<file path="config.mk">
export PLATFORM = sky130hd
export DESIGN_NAME = pie_symbol_burst_generator
export DESIGN_NICKNAME = d
export VERILOG_FILES = /design/src/rtl/core/psbg_pkg.sv /design/src/rtl/core/pie_symbol_burst_generator.sv /design/src/rtl/core/psbg_cfg.sv /design/src/rtl/core/psbg_core.sv
export SDC_FILE = /design/constraint.sdc
export NUM_CORES = 1
export LEC_CHECK = 0
export ABC_AREA = 1
export BUFFER_PORTS_ARGS = -buffer_cell sky130_fd_sc_hd__clkbuf_2
export CORE_MARGIN = 3
export CORE_UTILIZATION = 52
export CTS_CLUSTER_SIZE = 30
export DETAILED_ROUTE_END_ITERATION = 16
export GPL_TIMING_DRIVEN = 1
export PLACE_DENSITY = 0.68
export SYNTH_ARGS = -nofsm -noshare
export SYNTH_HDL_FRONTEND = slang
export SYNTH_SLANG_ARGS = --single-unit
</file>
<file path="constraint.sdc">
create_clock -name clk -period 8.9 [get_ports clk]
set_clock_uncertainty 0.05 [all_clocks]
set_input_delay 0.445 -clock clk [delete_from_list [all_inputs] [get_ports clk]]
set_output_delay 0.445 -clock clk [all_outputs]
set_load 0.005 [all_outputs]
</file>
<file path="src/rtl/core/psbg_pkg.sv">
// ----------------------------------------------------------------------------
// PIE symbol burst generator package
// Shared widths, register map, command codes and segment length types.
// ----------------------------------------------------------------------------
package psbg_pkg;

    localparam int LENGTH_BITS   = 12;
    localparam int TIMER_BITS    = 24;
    localparam int SEG_BITS      = LENGTH_BITS + 1;
    localparam int APB_DATA_BITS = 32;
    localparam int APB_ADDR_BITS = 5;

    // register map (word index)
    localparam logic [2:0] REG_DELIMITER   = 3'd0;
    localparam logic [2:0] REG_TARI        = 3'd1;
    localparam logic [2:0] REG_PULSE_WIDTH = 3'd2;
    localparam logic [2:0] REG_TRCAL       = 3'd3;
    localparam logic [2:0] REG_DATA1       = 3'd4;

    localparam logic [LENGTH_BITS-1:0] RST_DELIMITER   = LENGTH_BITS'(25);
    localparam logic [LENGTH_BITS-1:0] RST_TARI        = LENGTH_BITS'(25);
    localparam logic [LENGTH_BITS-1:0] RST_PULSE_WIDTH = LENGTH_BITS'(12);
    localparam logic [LENGTH_BITS-1:0] RST_TRCAL       = LENGTH_BITS'(100);
    localparam logic [LENGTH_BITS-1:0] RST_DATA1       = LENGTH_BITS'(38);

    // request operation and task commands
    localparam logic OP_TICK = 1'b0;
    localparam logic OP_TASK = 1'b1;

    localparam logic [2:0] CMD_OFF      = 3'd0;
    localparam logic [2:0] CMD_ON       = 3'd1;
    localparam logic [2:0] CMD_TIMED    = 3'd2;
    localparam logic [2:0] CMD_PREAMBLE = 3'd3;
    localparam logic [2:0] CMD_FSYNC    = 3'd4;
    localparam logic [2:0] CMD_DATA     = 3'd5;

    // frame kinds
    localparam logic [1:0] KIND_PREAMBLE = 2'd0;
    localparam logic [1:0] KIND_FSYNC    = 2'd1;
    localparam logic [1:0] KIND_DATA0    = 2'd2;
    localparam logic [1:0] KIND_DATA1    = 2'd3;

    // segment positions; even segments are low, odd are high
    localparam logic [2:0] SEG_DELIM      = 3'd0;
    localparam logic [2:0] SEG_DATA       = 3'd1;
    localparam logic [2:0] SEG_RTCAL      = 3'd3;
    localparam logic [2:0] SEG_TRCAL      = 3'd5;
    localparam logic [2:0] SEG_LAST_PRE   = 3'd6;
    localparam logic [2:0] SEG_LAST_FSYNC = 3'd4;
    localparam logic [2:0] SEG_LAST_DATA  = 3'd2;

    typedef struct packed {
        logic [SEG_BITS-1:0] delim;
        logic [SEG_BITS-1:0] high_d0;
        logic [SEG_BITS-1:0] high_d1;
        logic [SEG_BITS-1:0] rtcal;
        logic [SEG_BITS-1:0] trcal;
        logic [SEG_BITS-1:0] pulse;
    } seg_len_t;

    typedef struct packed {
        logic sample;
        logic sample_valid;
        logic accepted;
        logic ready_res;
    } result_t;

endpackage

</file>
<file path="src/rtl/core/pie_symbol_burst_generator.sv">
// ----------------------------------------------------------------------------
// PIE symbol burst generator
// Reader-side pulse-interval-encoding carrier sample generator.
// ----------------------------------------------------------------------------
// Usage:
//   Input channel (in_valid/in_stall) carries one request per cycle when
//   not stalled: a tick (operation 0) asks for one carrier sample, a task
//   (operation 1) sets the carrier off/on, starts a timed on-burst, or
//   sends a preamble, frame-sync or one PIE data bit. Every request yields
//   exactly one result on the output channel (out_valid/out_stall): sample,
//   sample_valid, accepted and ready_res.
//   A request accepted into the request register has its result captured
//   in the result register; throughput is one request per cycle while the
//   receiver does not stall, set by the combinational mode/segment update
//   between the request register and the result register.
//   When the receiver stalls, the result register holds; one more request
//   is captured, then in_stall rises until the result is taken.
//   Reset clears the pipeline and puts the carrier in off-idle; the timing
//   registers return to 25, 25, 12, 100, 38 samples. Registers are written
//   over APB and take effect at once.
// ----------------------------------------------------------------------------
module pie_symbol_burst_generator (
    input  logic                                 clk,
    input  logic                                 rst_n,
    input  logic                                 psel,
    input  logic                                 penable,
    input  logic                                 pwrite,
    input  logic [psbg_pkg::APB_ADDR_BITS-1:0]   paddr,
    input  logic [psbg_pkg::APB_DATA_BITS-1:0]   pwdata,
    output logic [psbg_pkg::APB_DATA_BITS-1:0]   prdata,
    output logic                                 pready,
    input  logic                                 in_valid,
    output logic                                 in_stall,
    input  logic                                 operation,
    input  logic [2:0]                           command,
    input  logic [psbg_pkg::TIMER_BITS-1:0]      duration,
    input  logic                                 bit_value,
    output logic                                 out_valid,
    input  logic                                 out_stall,
    output logic                                 sample,
    output logic                                 sample_valid,
    output logic                                 accepted,
    output logic                                 ready_res
);
    import psbg_pkg::*;

    seg_len_t seg_len;
    result_t  result;

    psbg_cfg u_cfg (
        .clk     (clk),
        .rst_n   (rst_n),
        .psel    (psel),
        .penable (penable),
        .pwrite  (pwrite),
        .paddr   (paddr),
        .pwdata  (pwdata),
        .prdata  (prdata),
        .pready  (pready),
        .seg_len (seg_len)
    );

    psbg_core u_core (
        .clk       (clk),
        .rst_n     (rst_n),
        .seg_len   (seg_len),
        .in_valid  (in_valid),
        .in_stall  (in_stall),
        .operation (operation),
        .command   (command),
        .duration  (duration),
        .bit_value (bit_value),
        .out_valid (out_valid),
        .out_stall (out_stall),
        .result    (result)
    );

    assign sample       = result.sample;
    assign sample_valid = result.sample_valid;
    assign accepted     = result.accepted;
    assign ready_res    = result.ready_res;

endmodule

</file>
<file path="src/rtl/core/psbg_cfg.sv">
// ----------------------------------------------------------------------------
// PIE symbol burst generator configuration registers
// APB register file for the timing lengths and the derived segment lengths.
// ----------------------------------------------------------------------------
module psbg_cfg (
    input  logic                                 clk,
    input  logic                                 rst_n,
    input  logic                                 psel,
    input  logic                                 penable,
    input  logic                                 pwrite,
    input  logic [psbg_pkg::APB_ADDR_BITS-1:0]   paddr,
    input  logic [psbg_pkg::APB_DATA_BITS-1:0]   pwdata,
    output logic [psbg_pkg::APB_DATA_BITS-1:0]   prdata,
    output logic                                 pready,
    output psbg_pkg::seg_len_t                   seg_len
);
    import psbg_pkg::*;

    logic [LENGTH_BITS-1:0] delim_reg;
    logic [LENGTH_BITS-1:0] tari_reg;
    logic [LENGTH_BITS-1:0] pw_reg;
    logic [LENGTH_BITS-1:0] trcal_reg;
    logic [LENGTH_BITS-1:0] data1_reg;
    logic [2:0]             reg_idx;
    logic                   wr_en;
    logic [LENGTH_BITS-1:0] wr_val;
    logic [SEG_BITS-1:0]    rt_sum;

    assign pready  = 1'b1;
    assign reg_idx = paddr[APB_ADDR_BITS-1:2];
    assign wr_en   = psel && penable && pwrite && pready;
    assign wr_val  = pwdata[LENGTH_BITS-1:0];

    always_ff @(posedge clk or negedge rst_n)
    begin
        if (!rst_n)
        begin
            delim_reg <= RST_DELIMITER;
            tari_reg  <= RST_TARI;
            pw_reg    <= RST_PULSE_WIDTH;
            trcal_reg <= RST_TRCAL;
            data1_reg <= RST_DATA1;
        end
        else if (wr_en)
        begin
            case (reg_idx)
                REG_DELIMITER:   delim_reg <= wr_val;
                REG_TARI:        tari_reg  <= wr_val;
                REG_PULSE_WIDTH: pw_reg    <= wr_val;
                REG_TRCAL:       trcal_reg <= wr_val;
                REG_DATA1:       data1_reg <= wr_val;
                default: ;
            endcase
        end
    end

    always_comb
    begin
        case (reg_idx)
            REG_DELIMITER:   prdata = APB_DATA_BITS'(delim_reg);
            REG_TARI:        prdata = APB_DATA_BITS'(tari_reg);
            REG_PULSE_WIDTH: prdata = APB_DATA_BITS'(pw_reg);
            REG_TRCAL:       prdata = APB_DATA_BITS'(trcal_reg);
            REG_DATA1:       prdata = APB_DATA_BITS'(data1_reg);
            default:         prdata = '0;
        endcase
    end

    // high segments saturate at zero
    function automatic logic [SEG_BITS-1:0] sat_sub(input logic [SEG_BITS-1:0] a,
                                                    input logic [SEG_BITS-1:0] b);
        return (a > b) ? (a - b) : '0;
    endfunction

    assign rt_sum = SEG_BITS'(data1_reg) + SEG_BITS'(tari_reg);

    always_comb
    begin
        seg_len.delim   = SEG_BITS'(delim_reg);
        seg_len.high_d0 = sat_sub(SEG_BITS'(tari_reg), SEG_BITS'(pw_reg));
        seg_len.high_d1 = sat_sub(SEG_BITS'(data1_reg), SEG_BITS'(pw_reg));
        seg_len.rtcal   = sat_sub(rt_sum, SEG_BITS'(pw_reg));
        seg_len.trcal   = sat_sub(SEG_BITS'(trcal_reg), SEG_BITS'(pw_reg));
        seg_len.pulse   = SEG_BITS'(pw_reg);
    end

endmodule

</file>
<file path="src/rtl/core/psbg_core.sv">
// ----------------------------------------------------------------------------
// PIE symbol burst generator core
// Request register, carrier mode and segment sequencer, result register.
// ----------------------------------------------------------------------------
module psbg_core (
    input  logic                              clk,
    input  logic                              rst_n,
    input  psbg_pkg::seg_len_t                seg_len,
    input  logic                              in_valid,
    output logic                              in_stall,
    input  logic                              operation,
    input  logic [2:0]                        command,
    input  logic [psbg_pkg::TIMER_BITS-1:0]   duration,
    input  logic                              bit_value,
    output logic                              out_valid,
    input  logic                              out_stall,
    output psbg_pkg::result_t                 result
);
    import psbg_pkg::*;

    typedef enum logic [2:0] {
        MODE_OFF,
        MODE_ON,
        MODE_TIMED,
        MODE_SEND,
        MODE_WAIT
    } mode_t;

    typedef struct packed {
        logic                found;
        logic [2:0]          seg;
        logic [SEG_BITS-1:0] len;
    } seg_pick_t;

    // request register
    logic                  in_vld_reg;
    logic                  op_reg;
    logic [2:0]            cmd_reg;
    logic [TIMER_BITS-1:0] dur_reg;
    logic                  bit_reg;

    // generator state
    mode_t                 mode_reg, mode_next;
    logic [1:0]            kind_reg, kind_next;
    logic [2:0]            seg_reg, seg_next;
    logic [TIMER_BITS-1:0] rem_reg, rem_next;

    // result register
    logic                  out_vld_reg;
    result_t               res_reg, res_next;

    logic                  advance;
    logic                  ready_now;
    logic                  is_task;
    logic [1:0]            srch_kind;
    logic [2:0]            srch_start;
    seg_pick_t             pick;
    logic [TIMER_BITS-1:0] rem_dec;

    function automatic logic [2:0] last_seg(input logic [1:0] kind);
        case (kind)
            KIND_PREAMBLE: return SEG_LAST_PRE;
            KIND_FSYNC:    return SEG_LAST_FSYNC;
            default:       return SEG_LAST_DATA;
        endcase
    endfunction

    function automatic logic [SEG_BITS-1:0] seg_length(input logic [1:0] kind,
                                                       input logic [2:0] s,
                                                       input seg_len_t   l);
        case (s)
            SEG_DELIM: return l.delim;
            SEG_DATA:  return (kind == KIND_DATA1) ? l.high_d1 : l.high_d0;
            SEG_RTCAL: return l.rtcal;
            SEG_TRCAL: return l.trcal;
            default:   return l.pulse;
        endcase
    endfunction

    // first non-empty segment at or after start, up to the frame's last
    function automatic seg_pick_t seg_search(input logic [1:0] kind,
                                             input logic [2:0] start,
                                             input seg_len_t   l);
        seg_pick_t           p;
        logic [2:0]          s;
        logic [SEG_BITS-1:0] n;
        p = '0;
        for (int i = 0; i <= int'(SEG_LAST_PRE); i++)
        begin
            s = 3'(i);
            n = seg_length(kind, s, l);
            if (!p.found && s >= start && s <= last_seg(kind) && n != '0)
            begin
                p.found = 1'b1;
                p.seg   = s;
                p.len   = n;
            end
        end
        return p;
    endfunction

    assign advance   = in_vld_reg && (!out_vld_reg || !out_stall);
    assign in_stall  = in_vld_reg && !advance;
    assign out_valid = out_vld_reg;
    assign result    = res_reg;

    assign ready_now = mode_reg inside {MODE_OFF, MODE_ON, MODE_WAIT};
    assign is_task   = (op_reg == OP_TASK);
    assign rem_dec   = (rem_reg != '0) ? (rem_reg - TIMER_BITS'(1)) : rem_reg;

    always_comb
    begin
        if (is_task)
        begin
            srch_kind  = (cmd_reg == CMD_PREAMBLE) ? KIND_PREAMBLE :
                         (cmd_reg == CMD_FSYNC)    ? KIND_FSYNC    :
                         (bit_reg ? KIND_DATA1 : KIND_DATA0);
            srch_start = (srch_kind[1]) ? SEG_DATA : SEG_DELIM;
        end
        else
        begin
            srch_kind  = kind_reg;
            srch_start = seg_reg + 3'd1;
        end
    end

    assign pick = seg_search(srch_kind, srch_start, seg_len);

    always_comb
    begin
        mode_next = mode_reg;
        kind_next = kind_reg;
        seg_next  = seg_reg;
        rem_next  = rem_reg;
        res_next  = '0;

        if (!is_task)
        begin
            case (mode_reg)
                MODE_OFF:
                begin
                    res_next.sample_valid = 1'b1;
                end
                MODE_ON:
                begin
                    res_next.sample       = 1'b1;
                    res_next.sample_valid = 1'b1;
                end
                MODE_TIMED:
                begin
                    res_next.sample       = 1'b1;
                    res_next.sample_valid = 1'b1;
                    rem_next              = rem_dec;
                    if (rem_dec == '0)
                    begin
                        mode_next = MODE_WAIT;
                    end
                end
                MODE_SEND:
                begin
                    res_next.sample       = seg_reg[0];
                    res_next.sample_valid = 1'b1;
                    rem_next              = rem_dec;
                    if (rem_dec == '0)
                    begin
                        if (pick.found)
                        begin
                            seg_next  = pick.seg;
                            rem_next  = TIMER_BITS'(pick.len);
                            mode_next = MODE_SEND;
                        end
                        else
                        begin
                            seg_next  = '0;
                            rem_next  = '0;
                            mode_next = MODE_WAIT;
                        end
                    end
                end
                default: ;
            endcase
        end
        else if (ready_now && (cmd_reg inside {[CMD_OFF:CMD_DATA]}))
        begin
            res_next.accepted = 1'b1;
            case (cmd_reg)
                CMD_OFF: mode_next = MODE_OFF;
                CMD_ON:  mode_next = MODE_ON;
                CMD_TIMED:
                begin
                    rem_next  = dur_reg;
                    mode_next = (dur_reg != '0) ? MODE_TIMED : MODE_WAIT;
                end
                default:
                begin
                    kind_next = srch_kind;
                    if (pick.found)
                    begin
                        seg_next  = pick.seg;
                        rem_next  = TIMER_BITS'(pick.len);
                        mode_next = MODE_SEND;
                    end
                    else
                    begin
                        seg_next  = '0;
                        rem_next  = '0;
                        mode_next = MODE_WAIT;
                    end
                end
            endcase
        end

        res_next.ready_res = mode_next inside {MODE_OFF, MODE_ON, MODE_WAIT};
    end

    always_ff @(posedge clk or negedge rst_n)
    begin
        if (!rst_n)
        begin
            in_vld_reg  <= 1'b0;
            op_reg      <= OP_TICK;
            cmd_reg     <= CMD_OFF;
            dur_reg     <= '0;
            bit_reg     <= 1'b0;
            mode_reg    <= MODE_OFF;
            kind_reg    <= KIND_PREAMBLE;
            seg_reg     <= '0;
            rem_reg     <= '0;
            out_vld_reg <= 1'b0;
            res_reg     <= '0;
        end
        else
        begin
            if (!in_stall)
            begin
                in_vld_reg <= in_valid;
                if (in_valid)
                begin
                    op_reg  <= operation;
                    cmd_reg <= command;
                    dur_reg <= duration;
                    bit_reg <= bit_value;
                end
            end

            if (advance)
            begin
                mode_reg    <= mode_next;
                kind_reg    <= kind_next;
                seg_reg     <= seg_next;
                rem_reg     <= rem_next;
                out_vld_reg <= 1'b1;
                res_reg     <= res_next;
            end
            else if (!out_stall)
            begin
                out_vld_reg <= 1'b0;
            end
        end
    end

    a_send_nonzero: assert property (@(posedge clk) disable iff (!rst_n)
        mode_reg == MODE_SEND |-> rem_reg != '0)
        else $error("send segment with zero samples left");

    a_timed_nonzero: assert property (@(posedge clk) disable iff (!rst_n)
        mode_reg == MODE_TIMED |-> rem_reg != '0)
        else $error("timed burst with zero samples left");

    a_seg_in_frame: assert property (@(posedge clk) disable iff (!rst_n)
        mode_reg == MODE_SEND |-> seg_reg <= last_seg(kind_reg))
        else $error("segment beyond end of frame");

    a_task_no_sample: assert property (@(posedge clk) disable iff (!rst_n)
        out_vld_reg |-> !(res_reg.sample_valid && res_reg.accepted))
        else $error("result both sample and accepted task");

    a_stall_cause: assert property (@(posedge clk) disable iff (!rst_n)
        in_stall |-> (in_vld_reg && out_vld_reg && out_stall))
        else $error("input stalled without a blocked result");

endmodule

</file>
==> out/qor.yml <==
outcome: "completed"
tightestPinTransition_ns: 1.03
tritoncts.num_buffers: 17
slew_headroom_pct: 31.1
final_util_pct: 58.4
final_layout_size_suffix_gt1_share_pct: 8.92
crit_path_max_delay_family: "simple AND/OR/NAND/NOR gates"
power_per_cell_area_nw_per_um2: 334
synth_top_cell_by_area: "sky130_fd_sc_hd__dfrtp_1"
worst_r2r_path_depth: 33
route.detailed.wl_per_inst_um: 18.1
static-leakage-power_nw: 6.86
num_rows: 54
avgViaCountPerCell: 5.63
final.setup.tns_ns: 0
synth_async_sr_flop_share_pct: 100
floorplan.io_pins: 112
maxCapViolCount: 0
postRouteAntennaNets: 0
synth-edff-count: 0
grt_overflow: 0
ff2ff_setup_slack_ns: 2.91
drtIter0Drc: 1225
busiest_layer: "met1"
worstHoldPathType: "input pin to register"
critPathMaxFanout: 14
clkLatencyLatePin_ns: 0.45
worst_path_most_repeated_cell: "sky130_fd_sc_hd__nand2_1"
finish.net_count: 2046
synthDominantCellAreaShare_pct: 24.1
detail_route.drc_violations: 0
globalRouteMet2Util_pct: 46.4
synth-warning-count: 0
setup.worst_path.end_class: "register"
routed-via-count: 12400
period_share_pct: 67.3
rsz0062_at_grt: "false"
hold_violations: 0
crit_arrival_ns: 6.32
worst_hold_path.endpoint: "u_core.dur_reg[17]"
core_area_um2: 22000
drt_pre_antenna_iters: 5
worstHoldStart: "duration[17]"
post_cts.resized_instances: 0
worstReg2RegEnd: "u_core.rem_reg[0]"
grt_pass1_wl_um: 61500
startpoint_of_the_most_critical_register_to_register_path: "u_cfg.data1_reg[2]"
period_needed_ns: 5.99
final-setup-viol-count: 0
full_die_area_um2: 24400
hpwlAfterDp_um: 30700
fmax_mhz: 167
power.ir.vdd_worst_v: 0.000166
whs_ns: 0.175
cell_at_the_root_of_the_clock_tree: "sky130_fd_sc_hd__clkbuf_16"
postSynthCellCount: 1855
worstSetupPathType: "register to register"
synth-seq-cells: 127
crit_path_start_kind: "register"
cp_num_buf_inv: 1
synth.distinct_cells: 57
diodes: 0
cts_clock_pin_slew_for_the_worst_setup_and_hold_paths_ns: 0.08
fillers: 2157
place.gp.congestion: 1.00
die_height_um: 156
synth_area_per_cell_um2: 6.33
cell_types_occupying_the_most_area_after_synthesis: "sky130_fd_sc_hd__dfrtp_1, sky130_fd_sc_hd__nand2_1, sky130_fd_sc_hd__inv_1"
netlist_area_pre_place_um2: 11800
yosys_most_used_dff: "sky130_fd_sc_hd__dfrtp_1"
die_w_um: 156
cts_tree: "built"
number_of_global_route_vias_before_repair: 11200
antenna_found_initial: 0
maxSlewViolCount: 0
globalRouteMet1Util_pct: 48.0
crit_path_max_incr_delay_ns: 0.63
start_util_pct: 53.3
maximum_number_of_pins_on_one_net_before_global_route_repair: 69
final_common_cell: "sky130_fd_sc_hd__nand2_1"
cts.sink_count: 127
clockBufferDepth: 2
synthToLayoutAreaGrowth_pct: 9.54
wl_um: 39700
most-common-layout-cells: "sky130_fd_sc_hd__nand2_1, sky130_fd_sc_hd__inv_1, sky130_fd_sc_hd__nor2_1, sky130_fd_sc_hd__nand3_1, sky130_fd_sc_hd__dfrtp_1"
grt_util_all_layers_pct: 32.4
crit_slowest_cell: "sky130_fd_sc_hd__dfstp_2"
cts_htree_levels: 4
crit_required_ns: 9.24
min_path_cells: 2
port_buffers: 68
grtUsageMet3_pct: 8.49
ys_seq_area_share_pct: 27.2
-- how the worst max path moves through the flow --
| stage | start | end | slack (ns) | cells after the start |
|---|---|---|---|---|
| after detailed placement | u_cfg.data1_reg[2] | u_core.rem_reg[0] | 3.12 | 33 |
| final | u_cfg.data1_reg[2] | u_core.rem_reg[0] | 2.91 | 33 |
| after floorplan | u_cfg.data1_reg[2] | u_core.rem_reg[3] | 4.16 | 39 |
| after global routing | u_cfg.data1_reg[2] | u_core.rem_reg[3] | 2.31 | 33 |
| after global placement | u_cfg.data1_reg[2] | u_core.rem_reg[3] | 3.17 | 33 |
| after CTS | u_cfg.data1_reg[2] | u_core.rem_reg[0] | 3.09 | 33 |
-- Yosys cell counts, types with 14 or more instances --
library cell,n
sky130_fd_sc_hd__a21oi_1,94
sky130_fd_sc_hd__a31oi_1,15
sky130_fd_sc_hd__buf_4,23
sky130_fd_sc_hd__clkbuf_1,35
sky130_fd_sc_hd__dfrtp_1,113
sky130_fd_sc_hd__dfstp_2,14
sky130_fd_sc_hd__ha_1,63
sky130_fd_sc_hd__inv_1,242
sky130_fd_sc_hd__nand2_1,584
sky130_fd_sc_hd__nand3_1,113
sky130_fd_sc_hd__nand4_1,44
sky130_fd_sc_hd__nor2_1,196
sky130_fd_sc_hd__nor3_1,20
sky130_fd_sc_hd__o21ai_0,98
sky130_fd_sc_hd__xor2_1,35
-- power breakdown --
group	leakage [nW]	total, mW	internal, mW	switching [mW]
clock	0.303	0.750	0.388	0.362
combinational	5.04	2.59	0.857	1.74
sequential	1.52	0.955	0.736	0.218
total	6.86	4.30	1.98	2.32
-- metrics by stage --
stage          setup slack (ns)  power, mW  cells  area (um^2)
2_1_floorplan              4.16       2.79   1874        11800
3_3_place_gp               3.17       3.44   2165        12200
3_5_place_dp               3.12       3.46   2165        12200
4_1_cts                    3.09       4.24   2198        12900
5_1_grt                    2.31       4.68   2198        12900
6_report                   2.91       4.30   2198        12900
-- layer usage --
metal	share of wire [%]	wire (um)	up-vias
met5	0	0	-
met4	2.5	977	0
met3	9.5	3780	61
met2	41	16300	501
met1	47	18600	5724
li1	-	-	6094
-- cells by family (layout without fill, tap and decap cells) --
kind of cell	Yosys count	after routing	share of synthesized area, %
AND/OR/NAND/NOR	1002	1002	35.9
multiplexers	12	12	1.15
flip-flops	127	127	27.2
AO/OA/AOI/OAI	277	277	13.6
XOR/XNOR	46	46	3.43
other	2	21	0.0639
adder cells (fa/ha/maj)	68	68	7.56
buffers and inverters	321	365	11.2
-- area by class of cell --
class | count | area (um^2) | share of cell area, %
tap | 280 | 350 | 2.72
inverter | 255 | 957 | 7.44
timing repair buffer | 78 | 424 | 3.30
clock buffer | 17 | 425 | 3.31
multi-input combinational | 1426 | 7320 | 56.8
sequential | 127 | 3200 | 24.8
clock inverter | 15 | 201 | 1.57
-- what timing repair did --
| item | CTS | global route |
|---|---|---|
| endpoints found under the hold margin | 26 | 0 |
| buffers inserted | 0 | 0 |
| setup endpoints to repair | 0 | 0 |
| hold buffers | 1 | 0 |
Power figures use the tool's default switching activity.
